### config.mk
export PLATFORM = sky130hd
export DESIGN_NAME = deque_with_remove_max
export DESIGN_NICKNAME = d
export VERILOG_FILES = /design/src/hdl/dwrm_pkg.sv /design/src/hdl/deque_with_remove_max.sv /design/src/hdl/dwrm_ram.sv /design/src/hdl/dwrm_dp.sv /design/src/hdl/dwrm_ctrl.sv
export SDC_FILE = /design/constraint.sdc
export NUM_CORES = 1
export LEC_CHECK = 0
export BUFFER_PORTS_ARGS = -buffer_cell sky130_fd_sc_hd__buf_2
export CAP_MARGIN = 25
export CORE_MARGIN = 3
export CORE_UTILIZATION = 50
export DETAILED_ROUTE_END_ITERATION = 8
export PLACE_DENSITY = 0.68
export SLEW_MARGIN = 20
export SYNTH_ARGS = -nofsm -noshare
export SYNTH_HDL_FRONTEND = slang
export SYNTH_SLANG_ARGS = --single-unit
### constraint.sdc
create_clock -name clk -period 6.3 [get_ports clk]
set_input_delay 0.315 -clock clk [delete_from_list [all_inputs] [get_ports clk]]
set_output_delay 0.315 -clock clk [all_outputs]
set_load 0.02 [all_outputs]
### src/hdl/dwrm_pkg.sv
// Shared request and status codes and the controller-to-datapath interface types.
`default_nettype none
package dwrm_pkg;

  localparam logic [1:0] REQ_ADD        = 2'd0;
  localparam logic [1:0] REQ_REMOVE_MAX = 2'd1;
  localparam logic [1:0] REQ_DUMP       = 2'd2;

  localparam logic [1:0] ST_OK    = 2'd0;
  localparam logic [1:0] ST_EMPTY = 2'd1;
  localparam logic [1:0] ST_ONE   = 2'd2;
  localparam logic [1:0] ST_FULL  = 2'd3;

  localparam int VAL_W = 32;

  typedef struct packed {
    logic       latch;
    logic       add_do;
    logic       scan_start;
    logic       scan_step;
    logic       shift_start;
    logic       shift_step;
    logic       dump_start;
    logic       dump_rd;
    logic       dump_ld;
    logic       emit;
    logic       emit_best;
    logic [1:0] emit_st;
  } dwrm_cmd_t;

  typedef struct packed {
    logic [1:0] req_type;
    logic       cnt_zero;
    logic       cnt_one;
    logic       full;
    logic       scan_done;
    logic       shift_done;
    logic       dump_last;
    logic       out_free;
  } dwrm_sts_t;

endpackage
`default_nettype wire

### src/hdl/deque_with_remove_max.sv
// Top level: bounded deque of signed values with remove-max and dump requests.
// One request is handled at a time; the next is taken once the last result of
// the current one sits in the output register. Remove-max scans all elements
// for the maximum, then moves the elements behind it one slot toward the front
// to close the gap: the scan and the gap shift each move one slot per cycle
// through the single read port of the slot RAM. A dump walks the elements one
// at a time, each through the registered RAM read between the walk pointer and
// the output register, and waits for the output register to be free before
// each read. The slot RAM needs no clearing after reset; only data read from
// occupied slots is ever used.
`default_nettype none
module deque_with_remove_max #(
  parameter int DEPTH = 32
) (
  input  wire         clk,
  input  wire         rst_n,
  input  wire         in_tvalid,
  output logic        in_tready,
  input  wire  [31:0] in_tdata,   // [31:0] value_in
  input  wire  [2:0]  in_tuser,   // [1:0] req_type, [2] from_front
  output logic        out_tvalid,
  input  wire         out_tready,
  output logic [31:0] out_tdata,  // [31:0] value_out
  output logic [1:0]  out_tuser,  // [1:0] status
  output logic        out_tlast
);

  dwrm_pkg::dwrm_cmd_t cmd;
  dwrm_pkg::dwrm_sts_t sts;

  dwrm_ctrl u_ctrl (
    .clk      (clk),
    .rst_n    (rst_n),
    .in_valid (in_tvalid),
    .in_ready (in_tready),
    .sts      (sts),
    .cmd      (cmd)
  );

  dwrm_dp #(
    .DEPTH (DEPTH)
  ) u_dp (
    .clk        (clk),
    .rst_n      (rst_n),
    .cmd        (cmd),
    .sts        (sts),
    .in_req     (in_tuser[1:0]),
    .in_front   (in_tuser[2]),
    .in_value   (in_tdata),
    .out_valid  (out_tvalid),
    .out_ready  (out_tready),
    .out_value  (out_tdata),
    .out_status (out_tuser),
    .out_last   (out_tlast)
  );

endmodule
`default_nettype wire

### src/hdl/dwrm_ram.sv
// Generic single-write, single-read RAM with registered read data.
`default_nettype none
module dwrm_ram #(
  parameter int WIDTH = 32,
  parameter int DEPTH = 32
) (
  input  wire                      clk,
  input  wire                      wr_en,
  input  wire  [$clog2(DEPTH)-1:0] wr_addr,
  input  wire  [WIDTH-1:0]         wr_data,
  input  wire  [$clog2(DEPTH)-1:0] rd_addr,
  output logic [WIDTH-1:0]         rd_data
);

  logic [WIDTH-1:0] mem [DEPTH];

  always_ff @(posedge clk) begin
    if (wr_en) begin
      mem[wr_addr] <= wr_data;
    end
    rd_data <= mem[rd_addr];
  end

endmodule
`default_nettype wire

### src/hdl/dwrm_dp.sv
// Datapath: queue pointers, slot store, max scan, gap shift, dump walk and output register.
`default_nettype none
module dwrm_dp #(
  parameter int DEPTH = 32
) (
  input  wire                          clk,
  input  wire                          rst_n,
  input  wire dwrm_pkg::dwrm_cmd_t     cmd,
  output dwrm_pkg::dwrm_sts_t          sts,
  input  wire  [1:0]                   in_req,
  input  wire                          in_front,
  input  wire  [dwrm_pkg::VAL_W-1:0]   in_value,
  output logic                         out_valid,
  input  wire                          out_ready,
  output logic [dwrm_pkg::VAL_W-1:0]   out_value,
  output logic [1:0]                   out_status,
  output logic                         out_last
);

  localparam int AW = $clog2(DEPTH);
  localparam int CW = $clog2(DEPTH + 1);
  localparam int SW = AW + 1;
  localparam int VW = dwrm_pkg::VAL_W;

  function automatic logic [AW-1:0] inc_wrap(input logic [AW-1:0] a);
    return (a == AW'(DEPTH - 1)) ? '0 : a + 1'b1;
  endfunction

  function automatic logic [AW-1:0] dec_wrap(input logic [AW-1:0] a);
    return (a == '0) ? AW'(DEPTH - 1) : a - 1'b1;
  endfunction

  function automatic logic [AW-1:0] pos_of(input logic [AW-1:0] h, input logic [CW-1:0] k);
    logic [SW-1:0] s;
    s = SW'(h) + SW'(k);
    if (s >= SW'(DEPTH)) begin
      s = s - SW'(DEPTH);
    end
    return s[AW-1:0];
  endfunction

  logic [1:0]           req_r, req_nxt;
  logic                 front_r, front_nxt;
  logic [VW-1:0]        value_r, value_nxt;
  logic [AW-1:0]        head_r, head_nxt;
  logic [CW-1:0]        cnt_r, cnt_nxt;
  logic [AW-1:0]        rpos_r, rpos_nxt;
  logic [AW-1:0]        wpos_r, wpos_nxt;
  logic [CW-1:0]        iss_r, iss_nxt;
  logic [CW-1:0]        left_r, left_nxt;
  logic                 dv_r, dv_nxt;
  logic [AW-1:0]        dk_r, dk_nxt;
  logic [AW-1:0]        dpos_r, dpos_nxt;
  logic signed [VW-1:0] best_r, best_nxt;
  logic [AW-1:0]        best_k_r, best_k_nxt;
  logic [AW-1:0]        best_pos_r, best_pos_nxt;
  logic                 back_r, back_nxt;
  logic                 out_valid_r, out_valid_nxt;
  logic [VW-1:0]        out_value_r, out_value_nxt;
  logic [1:0]           out_status_r, out_status_nxt;
  logic                 out_last_r, out_last_nxt;

  logic                 wr_en;
  logic [AW-1:0]        wr_addr;
  logic [VW-1:0]        wr_data;
  logic [VW-1:0]        rd_data;

  dwrm_ram #(
    .WIDTH (VW),
    .DEPTH (DEPTH)
  ) u_slots (
    .clk     (clk),
    .wr_en   (wr_en),
    .wr_addr (wr_addr),
    .wr_data (wr_data),
    .rd_addr (rpos_r),
    .rd_data (rd_data)
  );

  always_comb begin
    req_nxt        = req_r;
    front_nxt      = front_r;
    value_nxt      = value_r;
    head_nxt       = head_r;
    cnt_nxt        = cnt_r;
    rpos_nxt       = rpos_r;
    wpos_nxt       = wpos_r;
    iss_nxt        = iss_r;
    left_nxt       = left_r;
    dv_nxt         = dv_r;
    dk_nxt         = dk_r;
    dpos_nxt       = dpos_r;
    best_nxt       = best_r;
    best_k_nxt     = best_k_r;
    best_pos_nxt   = best_pos_r;
    back_nxt       = back_r;
    out_valid_nxt  = out_valid_r;
    out_value_nxt  = out_value_r;
    out_status_nxt = out_status_r;
    out_last_nxt   = out_last_r;
    wr_en          = 1'b0;
    wr_addr        = wpos_r;
    wr_data        = rd_data;

    if (cmd.latch) begin
      req_nxt   = in_req;
      front_nxt = in_front;
      value_nxt = in_value;
    end

    if (cmd.add_do) begin
      wr_en   = 1'b1;
      wr_data = value_r;
      if (front_r) begin
        head_nxt = dec_wrap(head_r);
        wr_addr  = dec_wrap(head_r);
      end else begin
        wr_addr = pos_of(head_r, cnt_r);
      end
      cnt_nxt = cnt_r + 1'b1;
    end

    if (cmd.scan_start) begin
      rpos_nxt = head_r;
      iss_nxt  = '0;
      dv_nxt   = 1'b0;
    end

    if (cmd.scan_step) begin
      if (iss_r != cnt_r) begin
        rpos_nxt = inc_wrap(rpos_r);
        iss_nxt  = iss_r + 1'b1;
        dv_nxt   = 1'b1;
        dk_nxt   = iss_r[AW-1:0];
        dpos_nxt = rpos_r;
      end else begin
        dv_nxt = 1'b0;
      end
      if (dv_r && (dk_r == '0 || $signed(rd_data) >= best_r)) begin
        best_nxt     = $signed(rd_data);
        best_k_nxt   = dk_r;
        best_pos_nxt = dpos_r;
      end
    end

    if (cmd.shift_start) begin
      wpos_nxt = best_pos_r;
      rpos_nxt = inc_wrap(best_pos_r);
      left_nxt = cnt_r - CW'(1) - CW'(best_k_r);
      cnt_nxt  = cnt_r - 1'b1;
      dv_nxt   = 1'b0;
    end

    if (cmd.shift_step) begin
      if (left_r != '0) begin
        rpos_nxt = inc_wrap(rpos_r);
        left_nxt = left_r - 1'b1;
        dv_nxt   = 1'b1;
      end else begin
        dv_nxt = 1'b0;
      end
      if (dv_r) begin
        wr_en    = 1'b1;
        wr_addr  = wpos_r;
        wr_data  = rd_data;
        wpos_nxt = inc_wrap(wpos_r);
      end
    end

    if (cmd.dump_start) begin
      left_nxt = cnt_r;
      back_nxt = !front_r;
      rpos_nxt = front_r ? head_r : pos_of(head_r, cnt_r - CW'(1));
    end

    if (cmd.dump_rd) begin
      rpos_nxt = back_r ? dec_wrap(rpos_r) : inc_wrap(rpos_r);
      left_nxt = left_r - 1'b1;
    end

    if (out_valid_r && out_ready) begin
      out_valid_nxt = 1'b0;
    end

    if (cmd.emit) begin
      out_valid_nxt  = 1'b1;
      out_value_nxt  = cmd.emit_best ? best_r : '0;
      out_status_nxt = cmd.emit_st;
      out_last_nxt   = 1'b1;
    end

    if (cmd.dump_ld) begin
      out_valid_nxt  = 1'b1;
      out_value_nxt  = rd_data;
      out_status_nxt = dwrm_pkg::ST_OK;
      out_last_nxt   = (left_r == '0);
    end
  end

  always_ff @(posedge clk) begin
    if (!rst_n) begin
      head_r      <= '0;
      cnt_r       <= '0;
      dv_r        <= 1'b0;
      out_valid_r <= 1'b0;
    end else begin
      head_r      <= head_nxt;
      cnt_r       <= cnt_nxt;
      dv_r        <= dv_nxt;
      out_valid_r <= out_valid_nxt;
    end
  end

  always_ff @(posedge clk) begin
    req_r        <= req_nxt;
    front_r      <= front_nxt;
    value_r      <= value_nxt;
    rpos_r       <= rpos_nxt;
    wpos_r       <= wpos_nxt;
    iss_r        <= iss_nxt;
    left_r       <= left_nxt;
    dk_r         <= dk_nxt;
    dpos_r       <= dpos_nxt;
    best_r       <= best_nxt;
    best_k_r     <= best_k_nxt;
    best_pos_r   <= best_pos_nxt;
    back_r       <= back_nxt;
    out_value_r  <= out_value_nxt;
    out_status_r <= out_status_nxt;
    out_last_r   <= out_last_nxt;
  end

  always_comb begin
    sts.req_type   = req_r;
    sts.cnt_zero   = (cnt_r == '0);
    sts.cnt_one    = (cnt_r == CW'(1));
    sts.full       = (cnt_r == CW'(DEPTH));
    sts.scan_done  = (iss_r == cnt_r) && !dv_r;
    sts.shift_done = (left_r == '0) && !dv_r;
    sts.dump_last  = (left_r == '0);
    sts.out_free   = !out_valid_r || out_ready;
  end

  assign out_valid  = out_valid_r;
  assign out_value  = out_value_r;
  assign out_status = out_status_r;
  assign out_last   = out_last_r;

endmodule
`default_nettype wire

### src/hdl/dwrm_ctrl.sv
// Controller state machine that sequences add, remove-max and dump requests.
`default_nettype none
module dwrm_ctrl (
  input  wire                  clk,
  input  wire                  rst_n,
  input  wire                  in_valid,
  output logic                 in_ready,
  input  wire dwrm_pkg::dwrm_sts_t sts,
  output dwrm_pkg::dwrm_cmd_t  cmd
);

  localparam logic [2:0] S_IDLE     = 3'd0;
  localparam logic [2:0] S_DECODE   = 3'd1;
  localparam logic [2:0] S_EMIT     = 3'd2;
  localparam logic [2:0] S_SCAN     = 3'd3;
  localparam logic [2:0] S_SHIFT    = 3'd4;
  localparam logic [2:0] S_EMIT_MAX = 3'd5;
  localparam logic [2:0] S_DUMP_RD  = 3'd6;
  localparam logic [2:0] S_DUMP_LD  = 3'd7;

  logic [2:0] state_r, state_nxt;
  logic [1:0] code_r, code_nxt;

  always_comb begin
    state_nxt = state_r;
    code_nxt  = code_r;
    cmd       = '0;
    in_ready  = 1'b0;

    case (state_r)
      S_IDLE: begin
        in_ready = 1'b1;
        if (in_valid) begin
          cmd.latch = 1'b1;
          state_nxt = S_DECODE;
        end
      end
      S_DECODE: begin
        case (sts.req_type)
          dwrm_pkg::REQ_ADD: begin
            if (sts.full) begin
              code_nxt = dwrm_pkg::ST_FULL;
            end else begin
              cmd.add_do = 1'b1;
              code_nxt   = dwrm_pkg::ST_OK;
            end
            state_nxt = S_EMIT;
          end
          dwrm_pkg::REQ_REMOVE_MAX: begin
            if (sts.cnt_zero) begin
              code_nxt  = dwrm_pkg::ST_EMPTY;
              state_nxt = S_EMIT;
            end else if (sts.cnt_one) begin
              code_nxt  = dwrm_pkg::ST_ONE;
              state_nxt = S_EMIT;
            end else begin
              cmd.scan_start = 1'b1;
              state_nxt      = S_SCAN;
            end
          end
          dwrm_pkg::REQ_DUMP: begin
            if (sts.cnt_zero) begin
              code_nxt  = dwrm_pkg::ST_EMPTY;
              state_nxt = S_EMIT;
            end else begin
              cmd.dump_start = 1'b1;
              state_nxt      = S_DUMP_RD;
            end
          end
          default: begin
            state_nxt = S_IDLE;
          end
        endcase
      end
      S_EMIT: begin
        if (sts.out_free) begin
          cmd.emit    = 1'b1;
          cmd.emit_st = code_r;
          state_nxt   = S_IDLE;
        end
      end
      S_SCAN: begin
        if (sts.scan_done) begin
          cmd.shift_start = 1'b1;
          state_nxt       = S_SHIFT;
        end else begin
          cmd.scan_step = 1'b1;
        end
      end
      S_SHIFT: begin
        if (sts.shift_done) begin
          state_nxt = S_EMIT_MAX;
        end else begin
          cmd.shift_step = 1'b1;
        end
      end
      S_EMIT_MAX: begin
        if (sts.out_free) begin
          cmd.emit      = 1'b1;
          cmd.emit_best = 1'b1;
          cmd.emit_st   = dwrm_pkg::ST_OK;
          state_nxt     = S_IDLE;
        end
      end
      S_DUMP_RD: begin
        if (sts.out_free) begin
          cmd.dump_rd = 1'b1;
          state_nxt   = S_DUMP_LD;
        end
      end
      S_DUMP_LD: begin
        cmd.dump_ld = 1'b1;
        state_nxt   = sts.dump_last ? S_IDLE : S_DUMP_RD;
      end
      default: begin
        state_nxt = S_IDLE;
      end
    endcase
  end

  always_ff @(posedge clk) begin
    if (!rst_n) begin
      state_r <= S_IDLE;
      code_r  <= dwrm_pkg::ST_OK;
    end else begin
      state_r <= state_nxt;
      code_r  <= code_nxt;
    end
  end

endmodule
`default_nettype wire
==> out/results.tsv, run 1 <==
metric	value	unit
final_common_cell	edfxtp_1	
layout.nets	2736	
core	95720	sq um
diodes	0	
hold_viol	0	
max_freq	226.0	MHz
dp_slack	1.980	ns
synth_fp_nets	2563	
clk_latency	0.70	ns
port_buffers	75	
ios	76	
min_period_over_period	0.7023	
whs	0.1230	ns
initial_core_util	0.5074	
initialDrtViolationCount	2685	
gr-total-overflow	0	
cts_buffers	116	
ant_nets	0	
drt_wl_total	107800	microns
crit_fanout	26	
path_clk_slew	0.06	ns
die_y	317.7	microns
status	finished, final reports clean	
ys_ff_latch	1219	
drc	0	
fin_setup_tns	0	ns
critPathCaptureType	flip-flop	
avgSynthCellArea	19.76	sq um
peakVddDrop	347.1	uV
maxSlewHeadroom	0.2932	
wire_per_inst	26.99	microns
rsz0062_at_grt	no	
gp_congestion	0.8377	
cts_resized	0	
drive_gt1_frac	0.2628	
start_kind	flip-flop	
dp_hpwl	65460	microns
grt_pass1_wl	162600	microns
p_leak	0.01820	uW
synthFlopType	edfxtp_1	
powerDensity	461.9	nW/um^2
cts.path.max_buffers	3	
grt_max_degree	101	
grt_pass1_vias	24760	
critPathKind	reg2reg	
postCtsSetupBuffers	0	
syn_inst	2458	
final_cell_mix	edfxtp_1, mux4_2, nand2_1, clkbuf_16, buf_2	
htree_levels	3	
setup_viol	0	
antenna_found_initial	0	
cp.required	6.64	ns
track_usage	0.2142	
setup_slack	1.876	ns
first_pass_iters	6	
synth_edf_count	1145	
hold_class	in2reg	
seq_area_frac_synth	0.7384	
finClkSkew	0.06099	ns
rows	113	
synthToLayoutAreaGrowth	13.53	%
avgViaCountPerCell	6.128	
design.die.area	100900	sq um
synth.distinct_cells	76	
yosys_warnings	0	
die_w	317.7	microns
min_period	4.424	ns
worstMarginPinSlew	1.055	ns
cts_root_buffer	clkbuf_16	
max_cap_violations	0	
vias	24470	
final_max_slew_viol_count	0	
cts_num_sinks	1219	
syn_area	48570	sq um
cts_tree	yes	
async_reset_ff_frac	0	
arrival	4.76	ns
==> path summary, 6_finish.rpt <==
path                                startpoint                        to  slack, ns  cells after the start
worst max-delay path             u_dp.cnt_r[0]  u_dp.u_slots.mem[26][31]       1.88                      9
worst max register to register   u_dp.cnt_r[0]  u_dp.u_slots.mem[26][31]       1.88                      9
worst min register to register  u_dp.dpos_r[1]        u_dp.best_pos_r[1]       0.42                      0
worst min-delay path                out_tready            u_dp.out_valid       0.12                      4
==> area by class of cell <==
class / count / area (sq um)
Timing Repair Buffer: 178 / 1395
Clock inverter: 63 / 814.5
Sequential cell: 1219 / 35880
Multi-Input combinational cell: 1051 / 12110
Fill cell: 6839 / 40580
Inverter: 65 / 244.0
Tap cell: 1265 / 1583
Clock buffer: 152 / 3118
==> through the flow <==
stage,std cells,power (uW),area [sq um],utilization
2_1_floorplan,2458,15840,48570,-
5_1_grt,3993,26560,55140,0.5761
6_report,3993,25470,55140,0.5761
3_5_place_dp,3733,18450,50640,0.5290
3_3_place_gp,3731,18200,50610,0.5288
4_1_cts,3984,25530,54930,0.5739
==> kinds of logic after synthesis <==
family          share of synthesized area
compound gates                    0.02968
buf+inv                           0.01803
simple gates                      0.03815
flops                              0.7384
fa+ha+maj                         0.01747
mux                                0.1509
xor+xnor                         0.007316
==> routing by layer <==
layer,routed length (microns),up-vias,track usage
li1,-,10370,-
met1,45470,12900,0.3194
met2,50750,1074,0.3321
met3,9525,131,0.04013
met4,2020,0,0.05124
met5,0,-,0
==> sequential cells by signal, summed over array words and instances (netlist names), 6 cells and up <==
name	cells
u_dp.iss_r	6
u_dp.u_slots.mem	1024
u_dp.value_r	32
u_dp.best_r	32
u_dp.left_r	6
u_dp.out_value	32
u_dp.u_slots.rd_data	32
u_dp.cnt_r	6
==> synthesized netlist by cell type, types with 4 or more instances <==
master / count / share of area
a211oi_1: 5 / 0.00077
a21o_1: 7 / 0.0011
a21oi_1: 44 / 0.0045
a221o_1: 4 / 0.00082
a22o_1: 33 / 0.0060
a22oi_1: 5 / 0.00077
a31oi_1: 13 / 0.0017
and3_1: 10 / 0.0013
buf_1: 23 / 0.0018
buf_2: 31 / 0.0032
buf_4: 5 / 0.00077
buf_6: 15 / 0.0035
clkbuf_1: 49 / 0.0038
dfxtp_1: 74 / 0.031
edfxtp_1: 1145 / 0.71
ha_1: 63 / 0.016
inv_1: 61 / 0.0047
mux2i_1: 10 / 0.0021
mux4_2: 320 / 0.15
nand2_1: 232 / 0.018
nand2b_1: 5 / 0.00064
nand3_1: 16 / 0.0016
nand4_1: 12 / 0.0015
nor2_1: 52 / 0.0040
nor2b_1: 4 / 0.00052
nor3_1: 49 / 0.0050
nor3b_1: 8 / 0.0012
nor4_1: 4 / 0.00052
o211ai_1: 6 / 0.00093
o21a_1: 6 / 0.00093
o21ai_0: 25 / 0.0026
o221ai_1: 4 / 0.00072
o22ai_1: 13 / 0.0017
o31ai_1: 5 / 0.00077
o32ai_1: 4 / 0.00072
or3_1: 4 / 0.00052
xnor2_1: 19 / 0.0034
xor2_1: 19 / 0.0034
==> report_power, final <==
| part | switching (uW) | internal, uW |
|---|---|---|
| clock | 2940 | 4150 |
| sequential | 687 | 10400 |
| combinational | 4320 | 2980 |
| total | 7940 | 17500 |
==> critical path: stages (launching register included) <==
cell and delay [ns]:
dfxtp_1 0.44, inv_1 0.20, ha_1 0.23, or4b_4 0.53, o21ai_4 0.75, a221oi_1 0.27
a21oi_1 0.25, nand2_1 0.38, nor3_2 0.55, buf_4 0.47
==> repair_timing <==
action	4_1_cts	5_1_grt
hold buffers	36	0
endpoints found under the setup margin	0	0
hold endpoints to repair	37	0
Power figures use the tool's default switching activity.
==> run 2: changes to the inputs <==
PLACE_DENSITY = 0.66   (was 0.68)
clock period = 4.4 ns   (was 6.3 ns; I/O delays follow)
==> out/results.tsv, run 2 (synthesis results as in run 1) <==
metric	value	unit
total_power	36690	uW
critPathKind	reg2reg	
gr-total-overflow	0	
met3_usage	0.03988	
cts_num_sinks	1219	
cts_buffers	119	
wire_per_inst	27.73	microns
initial_core_util	0.5074	
regMostFlops	u_dp.u_slots.mem	
setup_slack	0.4808	ns
max_cap_violations	0	
design_area	55460	sq um
synthToLayoutAreaGrowth	14.19	%
hold-path-cell-count	2	
powerDensity	661.6	nW/um^2
cp.required	4.73	ns
die_y	317.7	microns
grt_pass1_vias	25170	
max_freq	255.2	MHz
maxSlewHeadroom	0.3478	
cts_root_buffer	clkbuf_16	
final_common_cell	edfxtp_1	
grt_use_met1	0.3324	
utilization	0.5794	
ios	76	
placed_cell_area	51110	sq um
grt_pass1_wl	168400	microns
grt_max_degree	80	
status	finished, final reports clean	
min_period_over_period	0.8907	
avgViaCountPerCell	6.133	
start_kind	flip-flop	
r2r-start	u_dp.cnt_r[0]	
largest_reg_flops	1024	
grt_use_met2	0.3491	
fin_setup_tns	0	ns
setup_viol	0	
critPathCaptureType	flip-flop	
layout.nets	2784	
worstMarginPinSlew	0.9760	ns
final_cell_mix	edfxtp_1, mux4_2, nand2_1, clkbuf_16, buf_4	
vias	24830	
min_period	3.919	ns
first_pass_iters	6	
peakVddDrop	385.7	uV
finClkSkew	0.02703	ns
startpoint	u_dp.cnt_r[0]	
postCtsSetupBuffers	0	
die_w	317.7	microns
dp_slack	0.5630	ns
r2r-end	u_dp.u_slots.mem[26][24]	
gp_congestion	0.8671	
rows	113	
grt-busiest-layer	met2	
crit_fanout	27	
antenna_found_initial	2	
drive_gt1_frac	0.2653	
htree_levels	3	
hp-start	in_tvalid	
drt_wl_total	112300	microns
final_max_slew_viol_count	0	
ant_nets	0	
initialDrtViolationCount	2966	
hold_viol	0	
cts_tree	yes	
p_leak	0.01849	uW
drc	0	
hold_class	in2reg	
core	95720	sq um
rsz0062_at_grt	no	
rr_worst_depth	9	
cts_resized	0	
clk_latency	0.70	ns
path_clk_slew	0.06	ns
dp_hpwl	67940	microns
track_usage	0.2238	
min_to	u_dp.front_r	
port_buffers	75	
arrival	4.25	ns
design.die.area	100900	sq um
cts.path.max_buffers	3	
hold_buffers	37	
reg2reg_slack	0.48	ns
run 2: changes by cell type in the layout (fill, tap and decap cells not counted), moves of 5 or more:
cell       previous run  this run
buf_12                7        12
buf_4                52        96
clkbuf_16           116       124
clkinv_1             19        29
clkinv_2             17        22
nand2_1             212       232
nand2_2              20         0
nor3_2               34        28
nor3_4                0         6
run 2: power by group:
part           switching [uW]  total [uW]  internal, uW
Combinational            6390       10900          4460
Clock                    4200       10100          5890
Sequential                888       15700         14900
run 2: routing by layer:
layer	wire, microns	vias up
met5	0	-
met4	2551	0
met3	9365	161
met2	53490	1079
met1	46860	13110
li1	-	10480
run 2: how the worst max path moves through the flow:
| stage | end | slack, ns | depth (start not counted) |
|---|---|---|---|
| floorplan | u_dp.u_slots.mem[13][0] | -0.21 | 9 |
| global route | u_dp.u_slots.mem[26][8] | 0.24 | 9 |
| finish | u_dp.u_slots.mem[26][24] | 0.48 | 9 |
| global placement | u_dp.u_slots.mem[26][23] | 0.69 | 9 |
| CTS | u_dp.u_slots.mem[26][22] | 0.54 | 9 |
| detailed placement | u_dp.u_slots.mem[26][23] | 0.56 | 9 |
run 2: final cells by class:
type | instances | area, sq um
fill | 6924 | 40260
clock buffer | 157 | 3267
clock inverter | 67 | 628.1
inverter | 65 | 244.0
timing repair buffer | 223 | 1764
tap | 1265 | 1583
sequential | 1219 | 35880
antenna | 2 | 5.005
multi-input combinational | 1051 | 12090
run 2: metrics by stage:
stage                     std cells  hold WS [ns]
after floorplan                2458        0.3189
after global placement         3781        0.3965
after detailed placement       3782        0.3981
after CTS                      4043        0.1927
after global routing           4047        0.1352
final                          4049        0.1576
run 2: worst max-delay path: stages, from the launching register on:
cell,delay [ns]
dfxtp_1,0.45
inv_1,0.22
ha_1,0.21
or4b_4,0.52
o21ai_4,0.38
a221oi_1,0.14
a21oi_1,0.21
nand2_1,0.39
nor3_2,0.52
buf_4,0.47
